===== src/rtl/core/ab3_pkg.sv =====
`timescale 1ns / 1ps

package ab3_pkg;

  // Sizes of the fields and of the history store
  localparam int ENTRIES = 16384;
  localparam int IDX_W   = $clog2(ENTRIES);
  localparam int DATA_W  = 32;
  localparam int DT_W    = 24;
  localparam int PHASE_W = 2;

  // Phase codes; every other code runs the full three-level step
  localparam logic [PHASE_W-1:0] PHASE_FIRST  = 2'd0;
  localparam logic [PHASE_W-1:0] PHASE_SECOND = 2'd1;

  // Configuration register indexes
  typedef enum logic {
    REG_TIME_STEP = 1'b0,
    REG_PHASE     = 1'b1
  } cfg_reg_t;

  // Queue between front and back
  localparam int QDEPTH = 4;
  localparam int QPTR_W = $clog2(QDEPTH);
  localparam int QCNT_W = $clog2(QDEPTH + 1);

  // Arithmetic widths
  localparam int SUM_W    = 38;              // 23*n - 16*r + 5*o
  localparam int SPLIT_W  = 19;              // low part of the weighted sum
  localparam int PLO_W    = SPLIT_W + DT_W;
  localparam int PHI_W    = (SUM_W - SPLIT_W) + DT_W + 1;
  localparam int PROD_W   = 63;
  localparam int MAG_W    = PROD_W - 1;
  localparam int RND_SH   = 26;              // 12*2^24 = 3*2^26
  localparam int TR_W     = PROD_W - RND_SH;
  localparam int T_W      = 34;
  localparam int TH_W     = T_W - T_W / 2;
  localparam int TL_W     = T_W / 2;
  localparam int RECIP_SH = 35;
  localparam int RECIP_W  = 34;
  localparam int PP_W     = TH_W + RECIP_W;
  localparam int ACC_W    = 68;
  localparam int Q_W      = ACC_W - RECIP_SH;
  localparam int RES_W    = 35;

  // Half of the divisor, for rounding ties away from zero
  localparam logic [PROD_W-1:0] ROUND_HALF = PROD_W'(64'd6 << 24);
  // Any quotient above this saturates, so clamp there
  localparam logic [T_W-1:0] T_MAX = T_W'(64'd3 << 32);
  // floor(t/3) = (t * DIV3_RECIP) >> RECIP_SH for t below 2^35
  localparam logic [RECIP_W-1:0] DIV3_RECIP = RECIP_W'(((64'd1 << RECIP_SH) + 64'd1) / 64'd3);

  localparam logic signed [RES_W-1:0] VAL_MAX = 35'sd2147483647;
  localparam logic signed [RES_W-1:0] VAL_MIN = -35'sd2147483648;

  // One classified transaction, history already resolved
  typedef struct packed {
    logic signed [DATA_W-1:0] new_slope;
    logic signed [DATA_W-1:0] current_value;
    logic signed [DATA_W-1:0] recent;
    logic signed [DATA_W-1:0] older;
    logic                     full;
  } ab3_item_t;

endpackage


===== src/rtl/core/ab3_queue.sv =====
`timescale 1ns / 1ps

module ab3_queue import ab3_pkg::*; (
  input  logic              clk,
  input  logic              rst,
  input  logic              push,
  input  ab3_item_t         push_item,
  output logic              q_valid,
  input  logic              q_ready,
  output ab3_item_t         q_item,
  output logic [QCNT_W-1:0] count
);

  ab3_item_t         slots [QDEPTH];
  logic [QPTR_W-1:0] wr_ptr;
  logic [QPTR_W-1:0] rd_ptr;
  logic              pop;

  assign q_valid = count != '0;
  assign pop     = q_valid & q_ready;
  assign q_item  = slots[rd_ptr];

  // Store pushed transactions
  always_ff @(posedge clk) begin
    if (push) begin
      slots[wr_ptr] <= push_item;
    end
  end

  // Track pointers and fill level
  always_ff @(posedge clk) begin
    if (rst) begin
      wr_ptr <= '0;
      rd_ptr <= '0;
      count  <= '0;
    end else begin
      if (push) begin
        wr_ptr <= wr_ptr + QPTR_W'(1);
      end
      if (pop) begin
        rd_ptr <= rd_ptr + QPTR_W'(1);
      end
      case ({push, pop})
        2'b10:   count <= count + QCNT_W'(1);
        2'b01:   count <= count - QCNT_W'(1);
        default: count <= count;
      endcase
    end
  end

  a_no_overflow: assert property (@(posedge clk) disable iff (rst)
    push |-> (count < QCNT_W'(QDEPTH)))
    else $error("queue push while full");

  a_count_bound: assert property (@(posedge clk) disable iff (rst)
    count <= QCNT_W'(QDEPTH))
    else $error("queue fill level out of range");

endmodule


===== config.mk =====
export PLATFORM = sky130hd
export DESIGN_NAME = ab3_queue
export DESIGN_NICKNAME = d
export VERILOG_FILES = /design/src/rtl/core/ab3_pkg.sv /design/src/rtl/core/ab3_queue.sv
export SDC_FILE = /design/constraint.sdc
export NUM_CORES = 1
export LEC_CHECK = 0
export ABC_AREA = 1
export BUFFER_PORTS_ARGS = -buffer_cell sky130_fd_sc_hd__buf_2
export CORE_ASPECT_RATIO = 1.25
export CORE_MARGIN = 2
export CORE_UTILIZATION = 45
export CTS_BUF_LIST = sky130_fd_sc_hd__clkbuf_4 sky130_fd_sc_hd__clkbuf_8 sky130_fd_sc_hd__clkbuf_16
export CTS_CLUSTER_SIZE = 20
export DETAILED_ROUTE_END_ITERATION = 10
export PLACE_DENSITY = 0.65
export SYNTH_ARGS = -nofsm -noshare
export SYNTH_HDL_FRONTEND = slang
export SYNTH_SLANG_ARGS = --single-unit

===== constraint.sdc =====
create_clock -name clk -period 6.9 [get_ports clk]
set_input_delay 0.345 -clock clk [delete_from_list [all_inputs] [get_ports clk]]
set_output_delay 0.345 -clock clk [all_outputs]
set_load 0.02 [all_outputs]

==> results.json <==
{
  "grt_pass1_vias": 12287,
  "drive_gt1_share_pct": 21.1,
  "synth_enable_flop_cells": 516,
  "maxCapViolations": 0,
  "grtUsageTotal_pct": 19.2,
  "placedInstanceArea_um2": 21200,
  "antennaDiodeCount": 0,
  "yosys.area.top_type_share_pct": 79.1,
  "critical_path_arrival_ns": 3.53,
  "synth.cells.most_frequent": "516 x edfxtp_1, 262 x nor2_1, 168 x o21ai_0, 129 x o22ai_1, 94 x o21ai_1",
  "fmaxAchievable_mhz": 258,
  "dpl.hpwl_um": 22300,
  "die_h_um": 237,
  "hold_class": "in -> reg",
  "yosysSeqAreaShare_pct": 80.0,
  "antenna_violations_before_repair": 3,
  "regToRegStartpoint": "wr_ptr[0]$_SDFFE_PP0P_",
  "count_of_final_hold_check_violations": 0,
  "final_core_utilization_pct": 55.9,
  "synth_fp_nets": 1448,
  "place_congestion": 0.726,
  "synthCells": 1309,
  "numCtsBuffers": 49,
  "worstHoldStart": "push_item[124]",
  "place_worst_setup_slack_ns": 3.71,
  "design.core.area_um2": 43100,
  "timing_worst_setup_path_type": "reg -> out",
  "max-vdd-ir-drop_v": 0.000287,
  "yosys.cell_types.count": 20,
  "finClkSkew_ns": 0.00791,
  "synthesized_flop_and_latch_total": 525,
  "worst_r2r_path_depth": 5,
  "timing.critical_path.cells": "inv_8 > buf_4 > o21ai_0 > o22ai_1 > buf_2",
  "status": "completed",
  "timing.max_slew.rel_slack_pct": 25.1,
  "r2r_end": "slots[0][45]$_DFFE_PP_",
  "regToRegSetupSlack_ns": 4.31,
  "synth.area.top_cells": "edfxtp_1 79%, nor2_1 5.0%, o21ai_0 4.3%",
  "route.detailed.wl_per_inst_um": 19.3,
  "power_density_cells_nw_per_um2": 330,
  "postSynth.asyncResetShare_pct": 0,
  "timing.final.setup_violations": 0,
  "synth.yosys.warnings": 0,
  "grt_max_degree": 170,
  "die_width_um": 191,
  "cts_htree_levels": 2,
  "grt_first_pass_wirelength_um": 67000,
  "final_antenna_net_count": 0,
  "synth.avg_cell_area_um2": 15.0,
  "hold-worst-slack_ns": 0.0486,
  "detailroute.via_count": 12190,
  "place.port_buffers": 265,
  "grt_setup_unrepaired": "false",
  "detail_route.drc_violations": 0,
  "post-route-worst-setup-slack_ns": 3.02,
  "worst_path_max_delay_cell": "buf_4",
  "finalCritPeriodShare_pct": 56.2,
  "post-synth-top-area-cell": "edfxtp_1",
  "p_leak_nw": 8.46,
  "timing.final.crit_period_ns": 3.88,
  "design.final.nets": 1817,
  "filler_cell_count": 3435,
  "drt_wl_total_um": 43900,
  "critPathTopFamily": "buffers and inverters",
  "synth.most_common_cell": "edfxtp_1",
  "route.detailed.vias_per_inst": 5.35,
  "numClockSinks": 525,
  "post-route-cell-area_um2": 24100,
  "floorplan.rows": 85,
  "whs_path_depth": 1,
  "first_iter_violations": 785,
  "cts_buffer_depth": 3,
  "crit_fanout": 169,
  "tightestPinTransition_ns": 1.12,
  "drt_pre_antenna_iters": 5,
  "post_layout_nonfiller_instances": 2279,
  "crit_required_ns": 6.55,
  "cp_num_cells": 5,
  "cts_tree": "done",
  "syn_area_um2": 19600,
  "post-layout-total-power_mw": 7.94,
  "slowest_stage_delay_cp_ns": 0.89,
  "crit_path_start_kind": "register",
  "regArea_um2": 15700,
  "cp_num_buf_inv": 3,
  "synth_top_flop_cell": "edfxtp_1",
  "hold_path_end": "slots[0][124]$_DFFE_PP_",
  "multi_input_comb_area_um2": 3290,
  "growth_of_design_area_from_synthesis_to_finish_pct": 22.8,
  "insertion_delay_ns": 0.58,
  "total_die_area_um2": 45200,
  "cts_root_buffer": "clkbuf_16",
  "initial_utilization_pct": 45.5,
  "final-max-slew-violation-count": 0,
  "dp_cells": 2064,
  "end_kind": "primary output",
  "grt_remaining_overflow": 0,
  "cts.clk_slew.worst_paths_ns": 0.06,
  "timing.setup.tns_ns": 0,
  "design.portCount": 266
}
==> power by group <==
part	switching, mW	total, mW	internal (mW)	leakage (nW)
clock network	1.12	2.69	1.57	0.801
logic	1.08	1.54	0.461	2.84
registers	0.0596	3.71	3.65	4.81
total	2.26	7.94	5.68	8.46
==> worst max path at each step <==
| stage | start | end | slack, ns |
|---|---|---|---|
| 2_1_floorplan | wr_ptr[0]$_SDFFE_PP0P_ | slots[2][0]$_DFFE_PP_ | 3.35 |
| 3_3_place_gp | register | q_item[124] | 3.73 |
| 3_5_place_dp | register | q_item[124] | 3.71 |
| 4_1_cts | register | q_item[124] | 3.07 |
| 5_1_grt | register | q_item[124] | 2.84 |
| 6_report | register | q_item[124] | 3.02 |
==> cell usage in the layout, fill, tap and decap left out, types with 2 or more instances in the layout <==
master         Yosys  layout
dfxtp_1            9       7
o21ai_0          168     168
buf_4             15       9
edfxtp_1         516     516
clkbuf_4           0       9
nand3_1            3       3
clkinv_2           0      10
clkbuf_16          0      51
nand2_1           12      12
inv_1             17      12
a21oi_1            6       6
o21ai_1           94      94
buf_2              6     265
clkinvlp_4         0       2
o22ai_1          129     129
clkinv_1           0       8
ha_1               5       5
dfxtp_4            0       2
dlygate4sd3_1      0     128
nor2_1           262     262
bufinv_16          0       5
inv_6              0       6
==> flip-flops by register name, summed over array words and instances, names as in the netlist, named ones only <==
| signal | flops |
|---|---|
| wr_ptr | 2 |
| count | 3 |
| rd_ptr | 2 |
| slots | 516 |
==> area by class of cell <==
cell class	count	share of cell area [%]
clock inverters	27	1.09
clock buffers	60	5.59
inverters	18	0.416
flip-flops and latches	525	65.2
repair buffers	402	11.1
multi-input cells	682	13.7
well taps	565	2.94
==> layer usage <==
| metal | track usage [%] | share of wire, % | up-vias | wire length, um |
|---|---|---|---|---|
| met5 | 0 | 0.093 | - | 41 |
| met4 | 7.38 | 2.8 | 6 | 1240 |
| met3 | 4.78 | 6.9 | 76 | 3050 |
| met2 | 32.5 | 49 | 331 | 21600 |
| met1 | 23.8 | 41 | 6089 | 18000 |
| li1 | - | - | 5688 | - |
==> logic make-up after synthesis <==
logic type,synth area share (%)
DFF,80.0
buffers and inverters,3.25
and+or+nand+nor,5.39
AOI/OAI and AO/OA,11.0
adders and majority gates,0.421
==> timing repair <==
item | CTS | global route
hold endpoints to repair | 512 | 0
buffers inserted | 0 | 0
hold buffers | 128 | 0
gates resized for setup | 0 | 0
No activity file was read; power rests on OpenSTA's default activity.
