[config.mk]
export PLATFORM = sky130hd
export DESIGN_NAME = ab3_back
export DESIGN_NICKNAME = d
export VERILOG_FILES = /design/src/rtl/core/ab3_pkg.sv /design/src/rtl/core/ab3_back.sv
export SDC_FILE = /design/constraint.sdc
export NUM_CORES = 2
export LEC_CHECK = 0
export ABC_AREA = 1
export ABC_CLOCK_PERIOD_IN_PS = 23000
export CAP_MARGIN = 15
export CORE_UTILIZATION = 35
export DETAILED_ROUTE_END_ITERATION = 10
export DONT_BUFFER_PORTS = 1
export GPL_TIMING_DRIVEN = 0
export SYNTH_ARGS = -nofsm -noshare
export SYNTH_HDL_FRONTEND = slang
export SYNTH_SLANG_ARGS = --single-unit
export TNS_END_PERCENT = 20
[constraint.sdc]
create_clock -name clk -period 23 [get_ports clk]
set_input_delay 4.6 -clock clk [delete_from_list [all_inputs] [get_ports clk]]
set_output_delay 4.6 -clock clk [all_outputs]
set_load 0.05 [all_outputs]
[src/rtl/core/ab3_pkg.sv]
`timescale 1ns / 1ps

package ab3_pkg;

  // Sizes of the fields and of the history store
  localparam int ENTRIES = 16384;
  localparam int IDX_W   = $clog2(ENTRIES);
  localparam int DATA_W  = 32;
  localparam int DT_W    = 24;
  localparam int PHASE_W = 2;

  // Phase codes; every other code runs the full three-level step
  localparam logic [PHASE_W-1:0] PHASE_FIRST  = 2'd0;
  localparam logic [PHASE_W-1:0] PHASE_SECOND = 2'd1;

  // Configuration register indexes
  typedef enum logic {
    REG_TIME_STEP = 1'b0,
    REG_PHASE     = 1'b1
  } cfg_reg_t;

  // Queue between front and back
  localparam int QDEPTH = 4;
  localparam int QPTR_W = $clog2(QDEPTH);
  localparam int QCNT_W = $clog2(QDEPTH + 1);

  // Arithmetic widths
  localparam int SUM_W    = 38;              // 23*n - 16*r + 5*o
  localparam int SPLIT_W  = 19;              // low part of the weighted sum
  localparam int PLO_W    = SPLIT_W + DT_W;
  localparam int PHI_W    = (SUM_W - SPLIT_W) + DT_W + 1;
  localparam int PROD_W   = 63;
  localparam int MAG_W    = PROD_W - 1;
  localparam int RND_SH   = 26;              // 12*2^24 = 3*2^26
  localparam int TR_W     = PROD_W - RND_SH;
  localparam int T_W      = 34;
  localparam int TH_W     = T_W - T_W / 2;
  localparam int TL_W     = T_W / 2;
  localparam int RECIP_SH = 35;
  localparam int RECIP_W  = 34;
  localparam int PP_W     = TH_W + RECIP_W;
  localparam int ACC_W    = 68;
  localparam int Q_W      = ACC_W - RECIP_SH;
  localparam int RES_W    = 35;

  // Half of the divisor, for rounding ties away from zero
  localparam logic [PROD_W-1:0] ROUND_HALF = PROD_W'(64'd6 << 24);
  // Any quotient above this saturates, so clamp there
  localparam logic [T_W-1:0] T_MAX = T_W'(64'd3 << 32);
  // floor(t/3) = (t * DIV3_RECIP) >> RECIP_SH for t below 2^35
  localparam logic [RECIP_W-1:0] DIV3_RECIP = RECIP_W'(((64'd1 << RECIP_SH) + 64'd1) / 64'd3);

  localparam logic signed [RES_W-1:0] VAL_MAX = 35'sd2147483647;
  localparam logic signed [RES_W-1:0] VAL_MIN = -35'sd2147483648;

  // One classified transaction, history already resolved
  typedef struct packed {
    logic signed [DATA_W-1:0] new_slope;
    logic signed [DATA_W-1:0] current_value;
    logic signed [DATA_W-1:0] recent;
    logic signed [DATA_W-1:0] older;
    logic                     full;
  } ab3_item_t;

endpackage

[src/rtl/core/ab3_back.sv]
`timescale 1ns / 1ps

module ab3_back import ab3_pkg::*; (
  input  logic                     clk,
  input  logic                     rst,
  input  logic [DT_W-1:0]          time_step,
  input  logic                     q_valid,
  output logic                     q_ready,
  input  ab3_item_t                q_item,
  output logic                     out_valid,
  input  logic                     out_ready,
  output logic signed [DATA_W-1:0] updated_value,
  output logic                     saturated
);

  logic v1, v2, v3, v4, v5, v6;
  logic rdy1, rdy2, rdy3, rdy4, rdy5, rdy6, rdy_out;

  logic signed [SUM_W-1:0]  n0, r0, o0, sum0;
  logic signed [SUM_W-1:0]  sum1;
  logic signed [DATA_W-1:0] cur1, cur2, cur3, cur4, cur5, cur6;
  logic [PLO_W-1:0]         pp_lo2;
  logic signed [PHI_W-1:0]  pp_hi2;
  logic signed [PROD_W-1:0] prod3;
  logic [MAG_W-1:0]         mag;
  logic [PROD_W-1:0]        rnd;
  logic [TR_W-1:0]          tr;
  logic [T_W-1:0]           t4;
  logic                     neg4, neg5, neg6;
  logic [PP_W-1:0]          ph5, pl5;
  logic [ACC_W-1:0]         acc6;
  logic [Q_W-1:0]           q6;
  logic signed [RES_W-1:0]  inc6, res6;
  logic signed [DATA_W-1:0] val6;
  logic                     sat6;

  // Ready ripples back through the stages
  assign rdy_out = !out_valid | out_ready;
  assign rdy6    = !v6 | rdy_out;
  assign rdy5    = !v5 | rdy6;
  assign rdy4    = !v4 | rdy5;
  assign rdy3    = !v3 | rdy4;
  assign rdy2    = !v2 | rdy3;
  assign rdy1    = !v1 | rdy2;
  assign q_ready = rdy1;

  always_ff @(posedge clk) begin
    if (rst) begin
      v1        <= 1'b0;
      v2        <= 1'b0;
      v3        <= 1'b0;
      v4        <= 1'b0;
      v5        <= 1'b0;
      v6        <= 1'b0;
      out_valid <= 1'b0;
    end else begin
      if (rdy1)    v1 <= q_valid;
      if (rdy2)    v2 <= v1;
      if (rdy3)    v3 <= v2;
      if (rdy4)    v4 <= v3;
      if (rdy5)    v5 <= v4;
      if (rdy6)    v6 <= v5;
      if (rdy_out) out_valid <= v6;
    end
  end

  // Weighted slope sum, in twelfths
  assign n0 = SUM_W'(q_item.new_slope);
  assign r0 = SUM_W'(q_item.recent);
  assign o0 = SUM_W'(q_item.older);

  always_comb begin
    if (q_item.full) begin
      sum0 = 38'sd23 * n0 - 38'sd16 * r0 + 38'sd5 * o0;
    end else begin
      sum0 = 38'sd12 * n0;
    end
  end

  always_ff @(posedge clk) begin
    if (rdy1) begin
      sum1 <= sum0;
      cur1 <= q_item.current_value;
    end
  end

  // Scale by dt in two partial products
  always_ff @(posedge clk) begin
    if (rdy2) begin
      pp_lo2 <= PLO_W'(sum1[SPLIT_W-1:0]) * PLO_W'(time_step);
      pp_hi2 <= PHI_W'($signed(sum1[SUM_W-1:SPLIT_W])) *
                PHI_W'($signed({1'b0, time_step}));
      cur2   <= cur1;
    end
  end

  // Combine partial products
  always_ff @(posedge clk) begin
    if (rdy3) begin
      prod3 <= (PROD_W'(pp_hi2) <<< SPLIT_W) + PROD_W'(pp_lo2);
      cur3  <= cur2;
    end
  end

  // Take magnitude, round, divide by 2^26 and clamp
  assign mag = prod3[PROD_W-1] ? MAG_W'(-prod3) : MAG_W'(prod3);
  assign rnd = PROD_W'(mag) + ROUND_HALF;
  assign tr  = rnd[PROD_W-1:RND_SH];

  always_ff @(posedge clk) begin
    if (rdy4) begin
      t4   <= (tr > TR_W'(T_MAX)) ? T_MAX : tr[T_W-1:0];
      neg4 <= prod3[PROD_W-1];
      cur4 <= cur3;
    end
  end

  // Divide by three through the reciprocal, in two halves
  always_ff @(posedge clk) begin
    if (rdy5) begin
      ph5  <= PP_W'(t4[T_W-1:TL_W]) * PP_W'(DIV3_RECIP);
      pl5  <= PP_W'(t4[TL_W-1:0]) * PP_W'(DIV3_RECIP);
      neg5 <= neg4;
      cur5 <= cur4;
    end
  end

  always_ff @(posedge clk) begin
    if (rdy6) begin
      acc6 <= (ACC_W'(ph5) << TL_W) + ACC_W'(pl5);
      neg6 <= neg5;
      cur6 <= cur5;
    end
  end

  // Apply the increment and saturate
  assign q6   = acc6[ACC_W-1:RECIP_SH];
  assign inc6 = neg6 ? -$signed(RES_W'(q6)) : $signed(RES_W'(q6));
  assign res6 = RES_W'(cur6) + inc6;

  always_comb begin
    if (res6 > VAL_MAX) begin
      val6 = DATA_W'(VAL_MAX);
      sat6 = 1'b1;
    end else if (res6 < VAL_MIN) begin
      val6 = DATA_W'(VAL_MIN);
      sat6 = 1'b1;
    end else begin
      val6 = DATA_W'(res6);
      sat6 = 1'b0;
    end
  end

  // Hold the result until taken
  always_ff @(posedge clk) begin
    if (rdy_out) begin
      updated_value <= val6;
      saturated     <= sat6;
    end
  end

  a_sat_extreme: assert property (@(posedge clk) disable iff (rst)
    (out_valid && saturated) |->
      (updated_value == DATA_W'(VAL_MAX) || updated_value == DATA_W'(VAL_MIN)))
    else $error("saturated result not at a range limit");

endmodule

==> run_results.csv <==
group,metric,value,unit
cts,cts_resized,0,
worst_setup_path,reg2reg_from,"sum1[23]$_DFFE_PP_",
cts,max-clock-path-buffers,3,
cts,ctsHoldBuffers,0,
cts,clk_pin_slew_worst_paths,60,ps
placed_design,numPortBuffers,0,
timing,fmax,80.8,MHz
yosys,syn_area_per_cell,8.87,um^2
timing,setup_viol,0,
worst_setup_path,required,18400,ps
yosys,syn_area,0.0770,mm^2
yosys,seq_area_frac_synth,0.223,
worst_setup_path,cp_data_arrival_time,7780,ps
cells_and_area,nFillCells,21800,
worst_setup_path,end_kind,"primary output",
timing,final-max-slew-violation-count,0,
worst_setup_path,crit_fanout,32,
worst_setup_path,r2r_setup_slack,15270,ps
routing,viasPerCell,4.89,
cts,cts.sinks,575,
cells_and_area,fin_cells,11700,
timing,finalCritPeriodShare,0.538,
die,io_pins,192,
cells_and_area,layout_commonest_cell,"inv_1",
timing,fin_crit,12380,ps
routing,dr.first_iter.drc_count,3766,
cells_and_area,syn_to_final_growth,7.99,%
global_route,grt_pass1_vias,60600,
worst_setup_path,max_stage_delay,480,ps
placed_design,dpl.hpwl,195,mm
yosys,syn_inst,8688,
yosys,yosys_warnings,0,
cts,htreeDepth,3,
worst_setup_path,slowest_stage,"inv_2",
routing,route.detailed.drc,0,
worst_setup_path,cp_common_cell,"nor2_1",
routing,avgRoutedWirePerCell,19.4,um
yosys,synth_flop_cell,"edfxtp_1",
status,outcome,"finished, final reports clean",
placed_design,dpl-instance-area,0.0810,mm^2
cells_and_area,nets,10900,
placed_design,dpl.cell_count,11600,
cts,cts-root-buf,"clkbuf_16",
die,std_cell_rows,171,
yosys,synth_cell_types,56,
worst_setup_path,crit_path_end,"q_ready",
cells_and_area,utilization,0.382,
die,die_h,471,um
routing,vias,57100,
cells_and_area,layout_common_cells,"inv_1 (2056), nand2_1 (1826), fa_1 (1096)",
worst_setup_path,setup.worst_path.start,"out_ready",
placed_design,post-place-ws,10330,ps
worst_hold_path,min_path_type,"reg -> reg",
global_route,grt_overflow,0,
cts,clock_latency,690,ps
die,start_util,0.353,
timing,timing.final.hold_violations,0,
timing,tightest_slew,1350,ps
yosys,async_reset_ff_frac,0,
timing,slew_headroom,0.0996,
worst_hold_path,hp-start,"cur2[11]$_DFFE_PP_",
cells_and_area,fin_area,0.0832,mm^2
yosys,ys_seq_elements,575,
global_route,gr-usage-all-layers,0.206,
global_route,grt_pass1_wl,350,mm
die,die-area,0.222,mm^2
worst_setup_path,worstPathCellList,"nor2_1 -> inv_1 -> nor2_1 -> inv_2 -> nor2_1 -> inv_6 -> nor2_1 -> inv_4 -> nor2_1 -> inv_4 -> nor2_1 -> nand2_4",
timing,rsz0062_at_grt,"false",
cells_and_area,final_layout_size_suffix_gt1_frac,0.0298,
yosys,synth-edff-count,568,
die,die_x,471,um
routing,drtPass1Iterations,6,
cts,tritoncts,"built",
timing,worst_slack,10620,ps
worst_setup_path,r2r_cells,29,
worst_setup_path,startpoint_type,"primary input",
cts,cts_setup_buffers,0,
global_route,grt_max_degree,99,
flow_run,max_cap_violations,0,
routing,antenna_left,0,
worst_setup_path,r2r_end,"pp_hi2[43]$_DFFE_PP_",
die,core_area,0.218,mm^2
routing,drt_wl_total,227,mm
yosys,synth_fp_nets,10800,
worst_setup_path,crit_type,"in -> out",
cts,cts_buffers,67,
placed_design,gp_congestion,0.990,
timing,skew,52.8,ps
global_route,antenna_found_initial,10,
==> synthesized netlist by cell type (18+ instances only) <==
| cell type | count | area, um^2 |
|---|---|---|
| nand4_1 | 41 | 257 |
| a31oi_1 | 73 | 457 |
| nor2_1 | 454 | 1700 |
| xor2_1 | 206 | 1800 |
| o21ai_0 | 235 | 1180 |
| a21oi_1 | 416 | 2080 |
| o21a_1 | 29 | 218 |
| nor3_1 | 52 | 260 |
| edfxtp_1 | 568 | 17100 |
| or2_2 | 19 | 119 |
| nand2_1 | 1827 | 6860 |
| ha_1 | 848 | 10600 |
| nor2_2 | 45 | 282 |
| o211ai_1 | 21 | 158 |
| a21o_1 | 18 | 135 |
| nand2_2 | 25 | 156 |
| xnor2_1 | 121 | 1060 |
| clkbuf_1 | 152 | 571 |
| buf_1 | 35 | 131 |
| nor4_1 | 21 | 131 |
| inv_1 | 2061 | 7740 |
| fa_1 | 1096 | 21900 |
| nand3_1 | 156 | 781 |
==> worst min-delay path by stage <==
stage	to	cells past startpoint
2_1_floorplan	cur2[0]$_DFFE_PP_	0
3_3_place_gp	cur3[17]$_DFFE_PP_	0
3_5_place_dp	cur2[22]$_DFFE_PP_	0
4_1_cts	cur3[11]$_DFFE_PP_	0
5_1_grt	cur3[15]$_DFFE_PP_	0
6_report	cur3[11]$_DFFE_PP_	0
==> cells by family (layout without fill, tap and decap cells) <==
group                      after synthesis  in the layout  synth area share
AOI/OAI and AO/OA                      886            886            0.0645
and+or+nand+nor                       2674           2674             0.141
xor gates and xnor gates               327            327            0.0372
adders and majority gates             1944           1944             0.423
other                                    0              3                 0
buffers and inverters                 2282           2419             0.112
DFF                                    575            575             0.223
==> cell type report <==
cell class              instances  area (um^2)  area share
clock inverters                38          467     0.00561
repair buffers                 17          348     0.00418
plain buffers                 203          801     0.00963
multi-input cells            5831        51200       0.616
inverters                    2079         7820      0.0940
clock buffers                  82         1740      0.0210
diodes                          3         7.51   0.0000902
well taps                    2854         3570      0.0429
flip-flops and latches        575        17200       0.207
==> worst max-delay path, delay by kind of cell <==
family | cells | cell delay (ps)
buf+inv | 5 | 1900
simple gates | 7 | 1230
==> metal layers <==
layer  wire (um)  part of all wire  up-vias  track usage
li1            -                 -    27100            -
met1       90900              0.40    27900        0.248
met2      111000              0.49     1703        0.363
met4       10200             0.045       14       0.0849
met3       14600             0.064      427       0.0332
met5         104           0.00046        -            0
==> through the flow <==
| stage | hold slack, ps | TNS, ps |
|---|---|---|
| final | 376 | 0 |
| after global routing | 388 | 0 |
| after CTS | 370 | 0 |
| after detailed placement | 405 | 0 |
| after global placement | 405 | -1260 |
| after floorplan | 400 | 0 |
==> state kept, by name, summed over array words and instances (netlist names), 32 cells and up <==
name	flops
cur5	32
pp_hi2	44
prod3	63
pl5	34
t4	34
pp_lo2	43
cur4	32
acc6	33
ph5	51
sum1	38
cur3	32
cur2	32
cur1	32
cur6	32
updated_value	32
Power is left out: the tool's default activity adds up to more than one toggle a clock period on the data nets, which glitch-free logic cannot reach.
